<file path="src/rtl/lsbse_pkg.sv">
// lsbse_pkg: types and constants for the lsb stego extractor
// no dependencies
`default_nettype none

package lsbse_pkg;

   typedef enum logic [1:0] {
      MODE_LSB1 = 2'd0,
      MODE_LSB4 = 2'd1,
      MODE_LSBI = 2'd2
   } mode_type;

   localparam logic [7:0] PATTERN_MASK = 8'h06;
   localparam logic [3:0] NIBBLE_MASK  = 4'hF;
   localparam logic [2:0] HEADER_LEN   = 3'd4;
   localparam logic [3:0] NEED_BITS    = 4'd8;
   localparam logic [3:0] NEED_NIBBLES = 4'd2;
   localparam logic [1:0] LAST_POS     = 2'd2;

endpackage

`default_nettype wire

</file>
<file path="src/rtl/lsb_stego_extractor.sv">
// lsb_stego_extractor: rebuilds hidden bytes from carrier bytes (lsb1, lsb4, lsbi)
// depends on lsbse_pkg
//
//   channel   direction   ports                                   moves
//   req       in          req_valid/ready, carrier_byte, first    one carrier byte per item
//   rsp       out         rsp_valid/ready, rsp_hidden_byte        one hidden byte per item
//   csr       in          csr_valid/ready, csr_mode               extraction mode write
//
// one carrier item is taken per cycle; its result, if any, shows in the
// output register the next cycle. req_ready is low only while a result
// waits and rsp_ready is low: the single output register sets the rate.
// synchronous reset clears mode to lsb1 and all stream state.
// csr_ready is always high.
`default_nettype none

module lsb_stego_extractor (
   input  wire logic       clock,
   input  wire logic       reset,
   input  wire logic       req_valid,
   output logic            req_ready,
   input  wire logic [7:0] req_carrier_byte,
   input  wire logic       req_first_byte,
   output logic            rsp_valid,
   input  wire logic       rsp_ready,
   output logic [7:0]      rsp_hidden_byte,
   input  wire logic       csr_valid,
   output logic            csr_ready,
   input  wire logic [1:0] csr_mode
);

   lsbse_pkg::mode_type mode_ff, mode_in;
   logic [1:0] pos_ff, pos_in;
   logic [2:0] hdr_ff, hdr_in;
   logic [3:0] flags_ff, flags_in;
   logic [7:0] acc_ff, acc_in;
   logic [2:0] cnt_ff, cnt_in;
   logic       rsp_valid_ff, rsp_valid_in;
   logic [7:0] rsp_data_ff, rsp_data_in;

   logic       accept;
   logic [1:0] pos_cur;
   logic [2:0] hdr_cur;
   logic [3:0] flags_cur;
   logic [7:0] acc_cur;
   logic [2:0] cnt_cur;
   logic       push;
   logic [7:0] acc_shift;
   logic [3:0] need;
   logic [3:0] cnt_next;
   logic [1:0] pat;
   logic       lsbi_bit;
   logic       emit;

   assign req_ready = !rsp_valid_ff || rsp_ready;
   assign accept    = req_valid && req_ready;
   assign csr_ready = 1'b1;
   assign rsp_valid = rsp_valid_ff;
   assign rsp_hidden_byte = rsp_data_ff;

   always_comb begin
      mode_in = mode_ff;
      if (csr_valid) begin
         mode_in = lsbse_pkg::mode_type'(csr_mode);
      end
   end

   always_comb begin
      // a new carrier clears the stream before this item is used
      pos_cur   = req_first_byte ? 2'd0 : pos_ff;
      hdr_cur   = req_first_byte ? 3'd0 : hdr_ff;
      flags_cur = req_first_byte ? 4'd0 : flags_ff;
      acc_cur   = req_first_byte ? 8'd0 : acc_ff;
      cnt_cur   = req_first_byte ? 3'd0 : cnt_ff;

      pos_in   = (pos_cur == lsbse_pkg::LAST_POS) ? 2'd0 : pos_cur + 2'd1;
      hdr_in   = hdr_cur;
      flags_in = flags_cur;
      acc_in   = acc_cur;
      cnt_in   = cnt_cur;

      pat      = 2'((req_carrier_byte & lsbse_pkg::PATTERN_MASK) >> 1);
      lsbi_bit = req_carrier_byte[0] ^ flags_cur[pat];

      push      = 1'b0;
      acc_shift = {acc_cur[6:0], req_carrier_byte[0]};
      need      = lsbse_pkg::NEED_BITS;

      case (mode_ff)
         lsbse_pkg::MODE_LSB1: begin
            push = 1'b1;
         end
         lsbse_pkg::MODE_LSB4: begin
            push      = 1'b1;
            acc_shift = {acc_cur[3:0], req_carrier_byte[3:0] & lsbse_pkg::NIBBLE_MASK};
            need      = lsbse_pkg::NEED_NIBBLES;
         end
         lsbse_pkg::MODE_LSBI: begin
            if (hdr_cur < lsbse_pkg::HEADER_LEN) begin
               flags_in = flags_cur | (4'(req_carrier_byte[0]) << hdr_cur[1:0]);
               hdr_in   = hdr_cur + 3'd1;
            end else if (pos_cur != lsbse_pkg::LAST_POS) begin
               push      = 1'b1;
               acc_shift = {acc_cur[6:0], lsbi_bit};
            end
         end
         default: begin
         end
      endcase

      cnt_next = {1'b0, cnt_cur} + 4'd1;
      emit     = push && (cnt_next >= need);
      if (push) begin
         if (emit) begin
            acc_in = 8'd0;
            cnt_in = 3'd0;
         end else begin
            acc_in = acc_shift;
            cnt_in = cnt_next[2:0];
         end
      end
   end

   always_comb begin
      rsp_valid_in = rsp_valid_ff;
      rsp_data_in  = rsp_data_ff;
      if (accept) begin
         rsp_valid_in = emit;
         rsp_data_in  = acc_shift;
      end else if (rsp_ready) begin
         rsp_valid_in = 1'b0;
      end
   end

   always_ff @(posedge clock) begin
      if (reset) begin
         mode_ff      <= lsbse_pkg::MODE_LSB1;
         pos_ff       <= 2'd0;
         hdr_ff       <= 3'd0;
         flags_ff     <= 4'd0;
         acc_ff       <= 8'd0;
         cnt_ff       <= 3'd0;
         rsp_valid_ff <= 1'b0;
      end else begin
         mode_ff      <= mode_in;
         rsp_valid_ff <= rsp_valid_in;
         if (accept) begin
            pos_ff   <= pos_in;
            hdr_ff   <= hdr_in;
            flags_ff <= flags_in;
            acc_ff   <= acc_in;
            cnt_ff   <= cnt_in;
         end
      end
   end

   always_ff @(posedge clock) begin
      rsp_data_ff <= rsp_data_in;
   end

endmodule

`default_nettype wire

</file>
<file path="config.mk">
export PLATFORM = sky130hd
export DESIGN_NAME = lsb_stego_extractor
export DESIGN_NICKNAME = d
export VERILOG_FILES = /design/src/rtl/lsbse_pkg.sv /design/src/rtl/lsb_stego_extractor.sv
export SDC_FILE = /design/constraint.sdc
export NUM_CORES = 1
export LEC_CHECK = 0
export CORE_ASPECT_RATIO = 1.5
export CORE_MARGIN = 5
export CORE_UTILIZATION = 55
export DETAILED_ROUTE_END_ITERATION = 8
export DONT_BUFFER_PORTS = 1
export PLACE_DENSITY_LB_ADDON = 0.2
export SLEW_MARGIN = 0
export SYNTH_ARGS = -nofsm -noshare
export SYNTH_HDL_FRONTEND = slang
export SYNTH_SLANG_ARGS = --single-unit
</file>
<file path="constraint.sdc">
create_clock -name clock -period 2.4 [get_ports clock]
set_input_delay 0.24 -clock clock [delete_from_list [all_inputs] [get_ports clock]]
set_output_delay 0.24 -clock clock [all_outputs]
set_load 0.02 [all_outputs]
</file>
==> summary.md, run 1 <==
| Metric | Value |
|---|---|
| Outcome | `finished, final reports clean` |
| Crit path arrival time | `2.40 ns` |
| CTS Buf Count | `5` |
| Initial Util | `57.69%` |
| Port Buffers | `0` |
| Seq/Total Area, Yosys | `44.08%` |
| WL/cell | `15.03 µm` |
| Most frequent cell after synthesis | `nor2_1` |
| GP Congestion | `0.8257` |
| Netlist cell types | `46` |
| Hold Crit Start | `reset` |
| Post-synth top area share | `28.53%` |
| GRT Overall Usage | `17.66%` |
| Layout cells sized above 1 | `11.45%` |
| DRT iter0 DRCs | `32` |
| Area delta synth->final | `10.21%` |
| Max cap viols | `0` |
| Grt total ovfl | `0` |
| RSZ-0062 raised after global routing | `no` |
| Worst Reg-to-Reg Cells | `10` |
| Worst R2R Setup Slack | `0.22 ns` |
| Clock Pin Slew Worst Setup and Hold Paths | `0.07 ns` |
| CP max stage delay | `0.39 ns` |
| Hold Path Sink | `acc_ff[2]` |
| Rows | `23` |
| YS warnings | `0` |
| Reg-to-reg startpoint | `cnt_ff[0]` |
| Die ar. | `3989 µm²` |
| Critical Path Slowest Stage Cell | `dfxtp_1` |
| Final core occ | `63.58%` |
| Setup Viol. Count Final | `0` |
| Max-slew violations | `0` |
| Min-Delay Path Depth | `1` |
| Worst hold path class | `input port to register` |
| Post-route ant nets | `0` |
| IO Count | `27` |
| Synth area leaders | `dfxtp_1 (29%), edfxtp_1 (16%), ha_1 (6.5%), a22oi_1 (6.3%), nor2_1 (6.3%)` |
| Slew headroom | `62.24%` |
| WP depth | `10` |
| Nets | `189` |
| Cell Area, Synth | `1544 µm²` |
| Post-Syn Area per Cell | `9.531 µm²` |
| Post_cts resized | `0` |
| Total power | `0.001269 W` |
| Post-synth top cells | `nor2_1 (26), dfxtp_1 (22), a22oi_1 (13)` |
| Crit Reg-Reg Endpoint | `cnt_ff[2]` |
| Multi-input gate area | `793.3 µm²` |
| Vias per Instance | `5.818` |
| Register area | `680.7 µm²` |
| DR pass1 iterations | `4` |
| First-pass GRT wire length | `5.057 mm` |
| Worst setup SP type | `register` |
| DP HPWL | `2.182 mm` |
| Crit Path Category | `register to register` |
| Worst skew pair latency | `0.29 ns` |
| Dpl ws | `0.2478 ns` |
| Worst EP required | `2.62 ns` |
| Critical path's top delay family | `compound AO/OA/AOI/OAI gates` |
| Setup crit end kind | `register` |
| # fillers | `228` |
| Top_reg_cell synth | `dfxtp_1` |
| Maximum number of pins on one net before global-route repair | `24` |
| CTS Hold Bufs | `0` |
| Setup ws final | `0.2173 ns` |
| Synth Register Bits | `30` |
| Mapped Nets | `186` |
| Routed Wire Length | `3.052 mm` |
| Minimum clock period | `2.183 ns` |
| Vias | `1,181` |
| Mapped Cells | `162` |
| Number of inserted diodes | `0` |
| EDFF count, synth | `8` |
| Worst vdd ir | `0.3925 mV` |
| P_leak | `0.6553 nW` |
| CTS tree | `done` |
| Initial antenna violation count | `0` |
| Root Driver | `clkbuf_8` |
| Core Footprint | `2676 µm²` |
| Worst setup path startpoint | `cnt_ff[0]` |
| Worst Max-Slew Pin Slew | `0.5647 ns` |
| Postcts setup bufs | `0` |
| Final setup skew | `0.004334 ns` |
| Critical path peak fanout | `8` |
| Leading area contributor after synthesis | `dfxtp_1` |
| Power density over the cells | `745.8 nW/µm²` |
| DIE HEIGHT | `74.89 µm` |
| Hold Vio Cnt, Final | `0` |
| Setup tns final | `0 ns` |
| H-tree depth | `2` |
| Vias in the first global route | `1,126` |
| Worst path most repeated cell | `ha_1` |
| CTS sink cnt | `30` |
| CTS Buffer Depth | `2` |
| Residual DRC | `0` |
| FFs w/ async S/R, synth | `0%` |
| Max frequency | `458.2 MHz` |
| Crit share post-route | `90.95%` |
| Die width | `53.26 µm` |
| WP buf/inv | `2` |
| Crit path cell chain | `nor2b_1, ha_1, inv_1, ha_1, nand2_1, o21ai_0, a2111oi_4, buf_4, nand3_1, a21oi_1` |
cell usage in the layout (no fill, tap or decap), types with 2 or more instances in the layout:
| cell type | Yosys | layout |
|---|---|---|
| nand2b_1 | 7 | 7 |
| nor2b_1 | 4 | 4 |
| clkinv_1 | 1 | 2 |
| dfxtp_1 | 22 | 22 |
| a22o_1 | 2 | 2 |
| inv_1 | 8 | 8 |
| clkbuf_8 | 1 | 5 |
| buf_4 | 1 | 2 |
| ha_1 | 8 | 8 |
| mux2i_1 | 2 | 2 |
| nand2_1 | 9 | 9 |
| o21ai_0 | 5 | 5 |
| a21oi_1 | 9 | 9 |
| nand4_1 | 2 | 2 |
| a32oi_1 | 2 | 2 |
| a22oi_1 | 13 | 13 |
| edfxtp_1 | 8 | 8 |
| nand3_1 | 2 | 2 |
| nor2_1 | 26 | 26 |
| bufinv_16 | 0 | 2 |
per-layer routing:
| metal | share of wire, % | vias to the layer above | GRT usage [%] |
|---|---|---|---|
| li1 | - | 589 | - |
| met4 | 2.5 | 0 | 9.943 |
| met2 | 51 | 29 | 27.97 |
| met5 | 0 | - | 0 |
| met1 | 41 | 556 | 20.60 |
| met3 | 5.4 | 7 | 5.941 |
logic make-up (layout without fill, tap and decap cells):
| kind of cell | Yosys count | in the layout | share of synthesized area, % |
|---|---|---|---|
| flip-flops | 30 | 30 | 44.08 |
| other | 1 | 1 | 0.2429 |
| AND/OR/NAND/NOR | 61 | 61 | 19.85 |
| buffers and inverters | 15 | 19 | 4.538 |
| AO/OA/AOI/OAI | 43 | 43 | 21.07 |
| adder cells (fa/ha/maj) | 8 | 8 | 6.483 |
| multiplexers | 4 | 4 | 3.727 |
where the power goes:
group | switching (W) | internal, W | total, W
Sequential | 0.0000209 | 0.000538 | 0.000559
Clock | 0.000193 | 0.000410 | 0.000603
Combinational | 0.0000627 | 0.0000445 | 0.000107
Total | 0.000276 | 0.000993 | 0.00127
stage by stage:
step                instance area (µm²)  hold WS [ns]  instances
floorplan                          1544        0.3128        162
global placement                   1569        0.3119        195
detailed placement                 1569        0.3147        195
CTS                                1702      0.006174        203
global route                       1702      0.008478        203
finish                             1702       0.01505        203
registers in the layout (all words and copies together) (netlist names):
signal	flops
acc_ff	7
cnt_ff	3
flags_ff	4
hdr_ff	3
mode_ff	2
pos_ff	2
rsp_hidden_byte	8
rsp_valid	1
final cells by class:
type	instances	area share, %
tap	37	2.721
clock inverter	3	3.750
sequential	30	40.00
clock buffer	5	4.044
timing repair buffer	2	0.8824
inverter	9	1.985
multi-input combinational	117	46.62
worst max path at each step:
| stage | to | slack [ns] |
|---|---|---|
| after floorplan | cnt_ff[2] | 0.13 |
| after global placement | cnt_ff[2] | 0.29 |
| after detailed placement | cnt_ff[2] | 0.25 |
| after CTS | cnt_ff[2] | 0.22 |
| after global routing | cnt_ff[2] | 0.05 |
| final | cnt_ff[2] | 0.22 |
Power figures use the tool's default switching activity.
==> inputs of run 2 (changes only) <==
Settings changed: GPL_TIMING_DRIVEN set to 0, SETUP_SLACK_MARGIN set to 0.02.
==> run 2 against run 1 <==
Cell count grew 2.5%; utilization grew 1.3 points; sequential power is essentially flat; global-route usage is 2.4 points higher; critical endpoint unchanged; largest cell class unchanged; largest power group unchanged.
==> summary.md, run 2 (synthesis results as in run 1) <==
| Metric | Value |
|---|---|
| Setup crit end kind | `register` |
| Clock Pin Slew Worst Setup and Hold Paths | `0.06 ns` |
| DR pass1 iterations | `4` |
| Minimum clock period | `2.194 ns` |
| First-pass GRT wire length | `5.706 mm` |
| Vias | `1,258` |
| Most frequent cells in the layout | `nor2_1 (26), dfxtp_1 (22), a22oi_1 (13), nand2_1 (9), a21oi_1 (9)` |
| DRT iter0 DRCs | `39` |
| Crit Path Category | `register to register` |
| Worst EP required | `2.61 ns` |
| P_leak | `0.6685 nW` |
| Initial antenna violation count | `0` |
| Commonest non-fill, non-tap cell in the layout | `nor2_1` |
| Worst vdd ir | `0.5026 mV` |
| Area delta synth->final | `12.48%` |
| Largest register FFs | `8` |
| Crit path cell chain | `nor2b_1, ha_1, inv_1, ha_1, nand2_1, o21ai_1, a2111oi_4, buf_4, nand3_1, a21oi_1` |
| Worst path most repeated cell | `ha_1` |
| WL/cell | `16.97 µm` |
| Worst Max-Slew Pin Slew | `0.6208 ns` |
| Port Buffers | `0` |
| Residual DRC | `0` |
| Final core occ | `64.89%` |
| Setup Viol. Count Final | `0` |
| WP buf/inv | `2` |
| Critical path peak fanout | `8` |
| Outcome | `finished, final reports clean` |
| Layout cells sized above 1 | `12.87%` |
| GP Congestion | `0.8708` |
| Post-route ant nets | `0` |
| Worst hold path class | `input port to register` |
| Slew headroom | `58.49%` |
| DP HPWL | `2.547 mm` |
| Die width | `53.26 µm` |
| H-tree depth | `2` |
| Crit share post-route | `91.43%` |
| RSZ-0062 raised after global routing | `no` |
| Worst skew pair latency | `0.28 ns` |
| CTS sink cnt | `30` |
| Dpl ws | `-0.3660 ns` |
| Die ar. | `3989 µm²` |
| CP max stage delay | `0.36 ns` |
| Setup tns final | `0 ns` |
| Max-slew violations | `0` |
| GRT Overall Usage | `20.09%` |
| Root Driver | `clkbuf_8` |
| Number of inserted diodes | `0` |
| Crit path arrival time | `2.40 ns` |
| DIE HEIGHT | `74.89 µm` |
| Critical Path Slowest Stage Cell | `a2111oi_4` |
| Worst R2R Setup Slack | `0.21 ns` |
| Power density over the cells | `746.1 nW/µm²` |
| Maximum number of pins on one net before global-route repair | `17` |
| CTS Hold Bufs | `0` |
| Initial Util | `57.69%` |
| CTS tree | `done` |
| Total power | `0.001296 W` |
| Max cap viols | `0` |
| WHS | `0.03080 ns` |
| Critical path's top delay family | `compound AO/OA/AOI/OAI gates` |
| Grt total ovfl | `0` |
| Max frequency | `455.7 MHz` |
| IO Count | `27` |
| Routed Wire Length | `3.530 mm` |
| Final setup skew | `0.009836 ns` |
| Vias in the first global route | `1,233` |
| Nets | `194` |
| Setup ws final | `0.2058 ns` |
| Hold Vio Cnt, Final | `0` |
| Worst setup SP type | `register` |
| Vias per Instance | `6.048` |
| CTS Buf Count | `5` |
| Core Footprint | `2676 µm²` |
| Rows | `23` |
| CTS Buffer Depth | `2` |
-- run 2: what timing repair did --
action | in CTS | in global routing
gates resized for setup | 0 | 5
hold endpoints to repair | 0 | 0
endpoints found under the setup margin | 8 | 13
setup buffers | 1 | 0
pin swaps | 1 | 0
-- run 2: cell type report --
type,instances,area [µm²]
plain buffers,6,37.54
multi-input cells,117,794.5
inverters,9,37.54
fillers,227,939.7
flip-flops and latches,30,680.7
clock inverters,3,63.81
well taps,37,46.29
repair buffers,1,7.507
clock buffers,5,68.82
-- run 2: path summary, 6_finish.rpt --
kind | start | to | depth (start not counted)
worst min-delay path | reset | cnt_ff[1] | 1
worst min register to register | hdr_ff[1] | hdr_ff[1] | 2
worst max register to register | cnt_ff[0] | cnt_ff[2] | 10
worst max-delay path | cnt_ff[0] | cnt_ff[2] | 10
-- run 2: routing by layer --
| metal | GRT usage (%) | part of all wire (%) |
|---|---|---|
| met1 | 22.33 | 41 |
| met4 | 12.22 | 1.7 |
| met5 | 0 | 0 |
| met2 | 33.56 | 53 |
| met3 | 5.347 | 3.7 |
-- run 2: stage by stage --
stage / instances / area [µm²]
finish: 208 / 1737
global route: 208 / 1737
CTS: 208 / 1730
detailed placement: 199 / 1590
global placement: 199 / 1590
floorplan: 162 / 1544
-- run 2: report_power, final --
| group | leakage [nW] | switching [W] | total, W | internal (W) |
|---|---|---|---|---|
| Combinational | 0.342 | 0.0000779 | 0.000126 | 0.0000483 |
| Sequential | 0.261 | 0.0000221 | 0.000560 | 0.000538 |
| Clock | 0.0658 | 0.000199 | 0.000610 | 0.000411 |
==> inputs of run 3 (changes only) <==
Settings changed: CORE_ASPECT_RATIO 1.5 to not set.
==> run 3 against run 2 <==
First-iteration DRC count increased by 62%; largest cell class unchanged; maximum frequency increased by 0.31%; register-to-register slack about the same; flip-flop and latch count unchanged; cell count decreased by 1.9%.
==> summary.md, run 3 (synthesis results as in run 1) <==
| Metric | Value |
|---|---|
| Hold Vio Cnt, Final | `0` |
| Routed Wire Length | `3.325 mm` |
| WP buf/inv | `1` |
| Max frequency | `457.2 MHz` |
| Outcome | `finished, final reports clean` |
| Crit share post-route | `91.14%` |
| CTS Buffer Depth | `2` |
| DIE HEIGHT | `62.99 µm` |
| Nets | `196` |
| IO Count | `27` |
| Largest register FFs | `8` |
| Crit Path Category | `register to register` |
| RSZ-0062 raised after global routing | `no` |
| Critical path peak fanout | `6` |
| Die ar. | `3967 µm²` |
| Core Footprint | `2734 µm²` |
| CP max stage delay | `0.52 ns` |
| Crit path arrival time | `2.44 ns` |
| Initial antenna violation count | `0` |
| Finished Layout Cells | `204` |
| Maximum number of pins on one net before global-route repair | `17` |
| CTS tree | `done` |
| Vias in the first global route | `1,230` |
| GRT Overall Usage | `17.94%` |
| Root Driver | `clkbuf_4` |
| Power density over the cells | `582.3 nW/µm²` |
| Port Buffers | `0` |
| Critical Path Slowest Stage Cell | `a2111oi_0` |
| Placed cells | `193` |
| Max cap viols | `0` |
| Slew headroom | `63.27%` |
| Initial Util | `56.48%` |
| WP depth | `9` |
| CTS sink cnt | `30` |
| Grt total ovfl | `0` |
| First-pass GRT wire length | `5.678 mm` |
| CP Capture Point | `cnt_ff[2]` |
| Crit Reg-Reg Endpoint | `cnt_ff[2]` |
| Rows | `19` |
| Max-slew violations | `0` |
| CTS Buf Count | `5` |
| Dpl ws | `-0.3174 ns` |
| Crit path cell chain | `nor2b_1, ha_1, inv_1, ha_1, nand2_1, o21ai_1, a2111oi_0, o21ai_0, a21oi_1` |
| Clock Pin Slew Worst Setup and Hold Paths | `0.09 ns` |
| Final setup skew | `0.008330 ns` |
| Minimum clock period | `2.187 ns` |
| Worst path most repeated cell | `ha_1` |
| Setup tns final | `0 ns` |
| Residual DRC | `0` |
| Commonest non-fill, non-tap cell in the layout | `nor2_1` |
| Vias per Instance | `6.132` |
| Worst setup path startpoint | `cnt_ff[0]` |
| Area delta synth->final | `7.942%` |
| Most frequent cells in the layout | `nor2_1 (26), dfxtp_1 (22), a22oi_1 (13), nand2_1 (9), a21oi_1 (9)` |
| GP Congestion | `0.8082` |
| DP HPWL | `2.326 mm` |
| Worst Max-Slew Pin Slew | `0.5493 ns` |
| Worst EP required | `2.65 ns` |
| DRT iter0 DRCs | `63` |
| Layout cells sized above 1 | `13.29%` |
| H-tree depth | `2` |
| Reg-to-reg startpoint | `cnt_ff[0]` |
| Worst setup SP type | `register` |
| Worst skew pair latency | `0.32 ns` |
| P_leak | `0.6405 nW` |
| Critical path's top delay family | `compound AO/OA/AOI/OAI gates` |
| Worst Reg-to-Reg Cells | `9` |
| DR pass1 iterations | `4` |
| Worst vdd ir | `0.5123 mV` |
| Final core occ | `60.96%` |
| WL/cell | `16.30 µm` |
| Vias | `1,251` |
| Setup Viol. Count Final | `0` |
| Total power | `0.0009704 W` |
| Setup crit end kind | `register` |
| Die width | `62.99 µm` |
| Number of inserted diodes | `0` |
| Worst hold path class | `input port to register` |
| Worst R2R Setup Slack | `0.21 ns` |
| Setup ws final | `0.2127 ns` |
| Post-route ant nets | `0` |
[run 3: cell types whose count changed in the layout (fill, tap and decap cells not counted)]
cell	previous run	this run
clkbuf_4	0	5
a2111oi_1	1	0
clkinv_2	0	1
bufinv_16	2	0
a2111oi_0	0	1
dlygate4sd3_1	0	1
buf_4	2	3
clkbuf_8	6	1
clkinvlp_4	1	2
[run 3: cell type report]
class / count / area (µm²)
fill: 222 / 1067
multi-input combinational: 117 / 793.3
sequential: 30 / 680.7
tap: 31 / 38.79
clock buffer: 5 / 37.54
buffer: 6 / 37.54
inverter: 9 / 37.54
timing repair buffer: 3 / 25.02
clock inverter: 3 / 16.27
[run 3: what timing repair did]
| action | in CTS | in global routing |
|---|---|---|
| endpoints found under the setup margin | 1 | 10 |
| gates resized for setup | 0 | 4 |
| pin swaps | 1 | 0 |
| setup buffers | 2 | 0 |
| endpoints found under the hold margin | 1 | 0 |
| hold buffers | 1 | 0 |
[run 3: metrics by stage]
step	hold WS, ns	area [µm²]
2_1_floorplan	0.3128	1544
3_3_place_gp	0.3148	1583
3_5_place_dp	0.3169	1583
4_1_cts	0.06916	1662
5_1_grt	0.07507	1667
6_report	0.07087	1667
[run 3: worst reg2reg max path: cells and delay by family (launching register included)]
family / cells / cell delay [ns]
DFF: 1 / 0.36
adders and majority gates: 2 / 0.56
buffers and inverters: 1 / 0.04
AOI/OAI and AO/OA: 4 / 0.95
and+or+nand+nor: 2 / 0.21
[run 3: worst min path at each step]
stage,startpoint,end,slack (ns),cells past startpoint
final,csr_mode[0],mode_ff[0],0.07,2
after global routing,csr_mode[0],mode_ff[0],0.08,2
after CTS,csr_mode[0],mode_ff[0],0.07,2
after detailed placement,reset,cnt_ff[1],0.32,1
after global placement,reset,cnt_ff[1],0.31,1
after floorplan,reset,cnt_ff[1],0.31,1
[run 3: metal layers]
metal  vias up  part of all wire (%)  GRT usage [%]
met5         -                     0              0
met4         0                   1.4          6.101
met3         6                   6.4          6.475
met2        44                    50          30.90
met1       591                    42          20.20
li1        610                     -              -
[run 3: power by group]
part / internal [W] / switching (W)
sequential: 0.000537 / 0.0000215
clock: 0.000109 / 0.000174
combinational: 0.0000509 / 0.0000778
total: 0.000697 / 0.000273
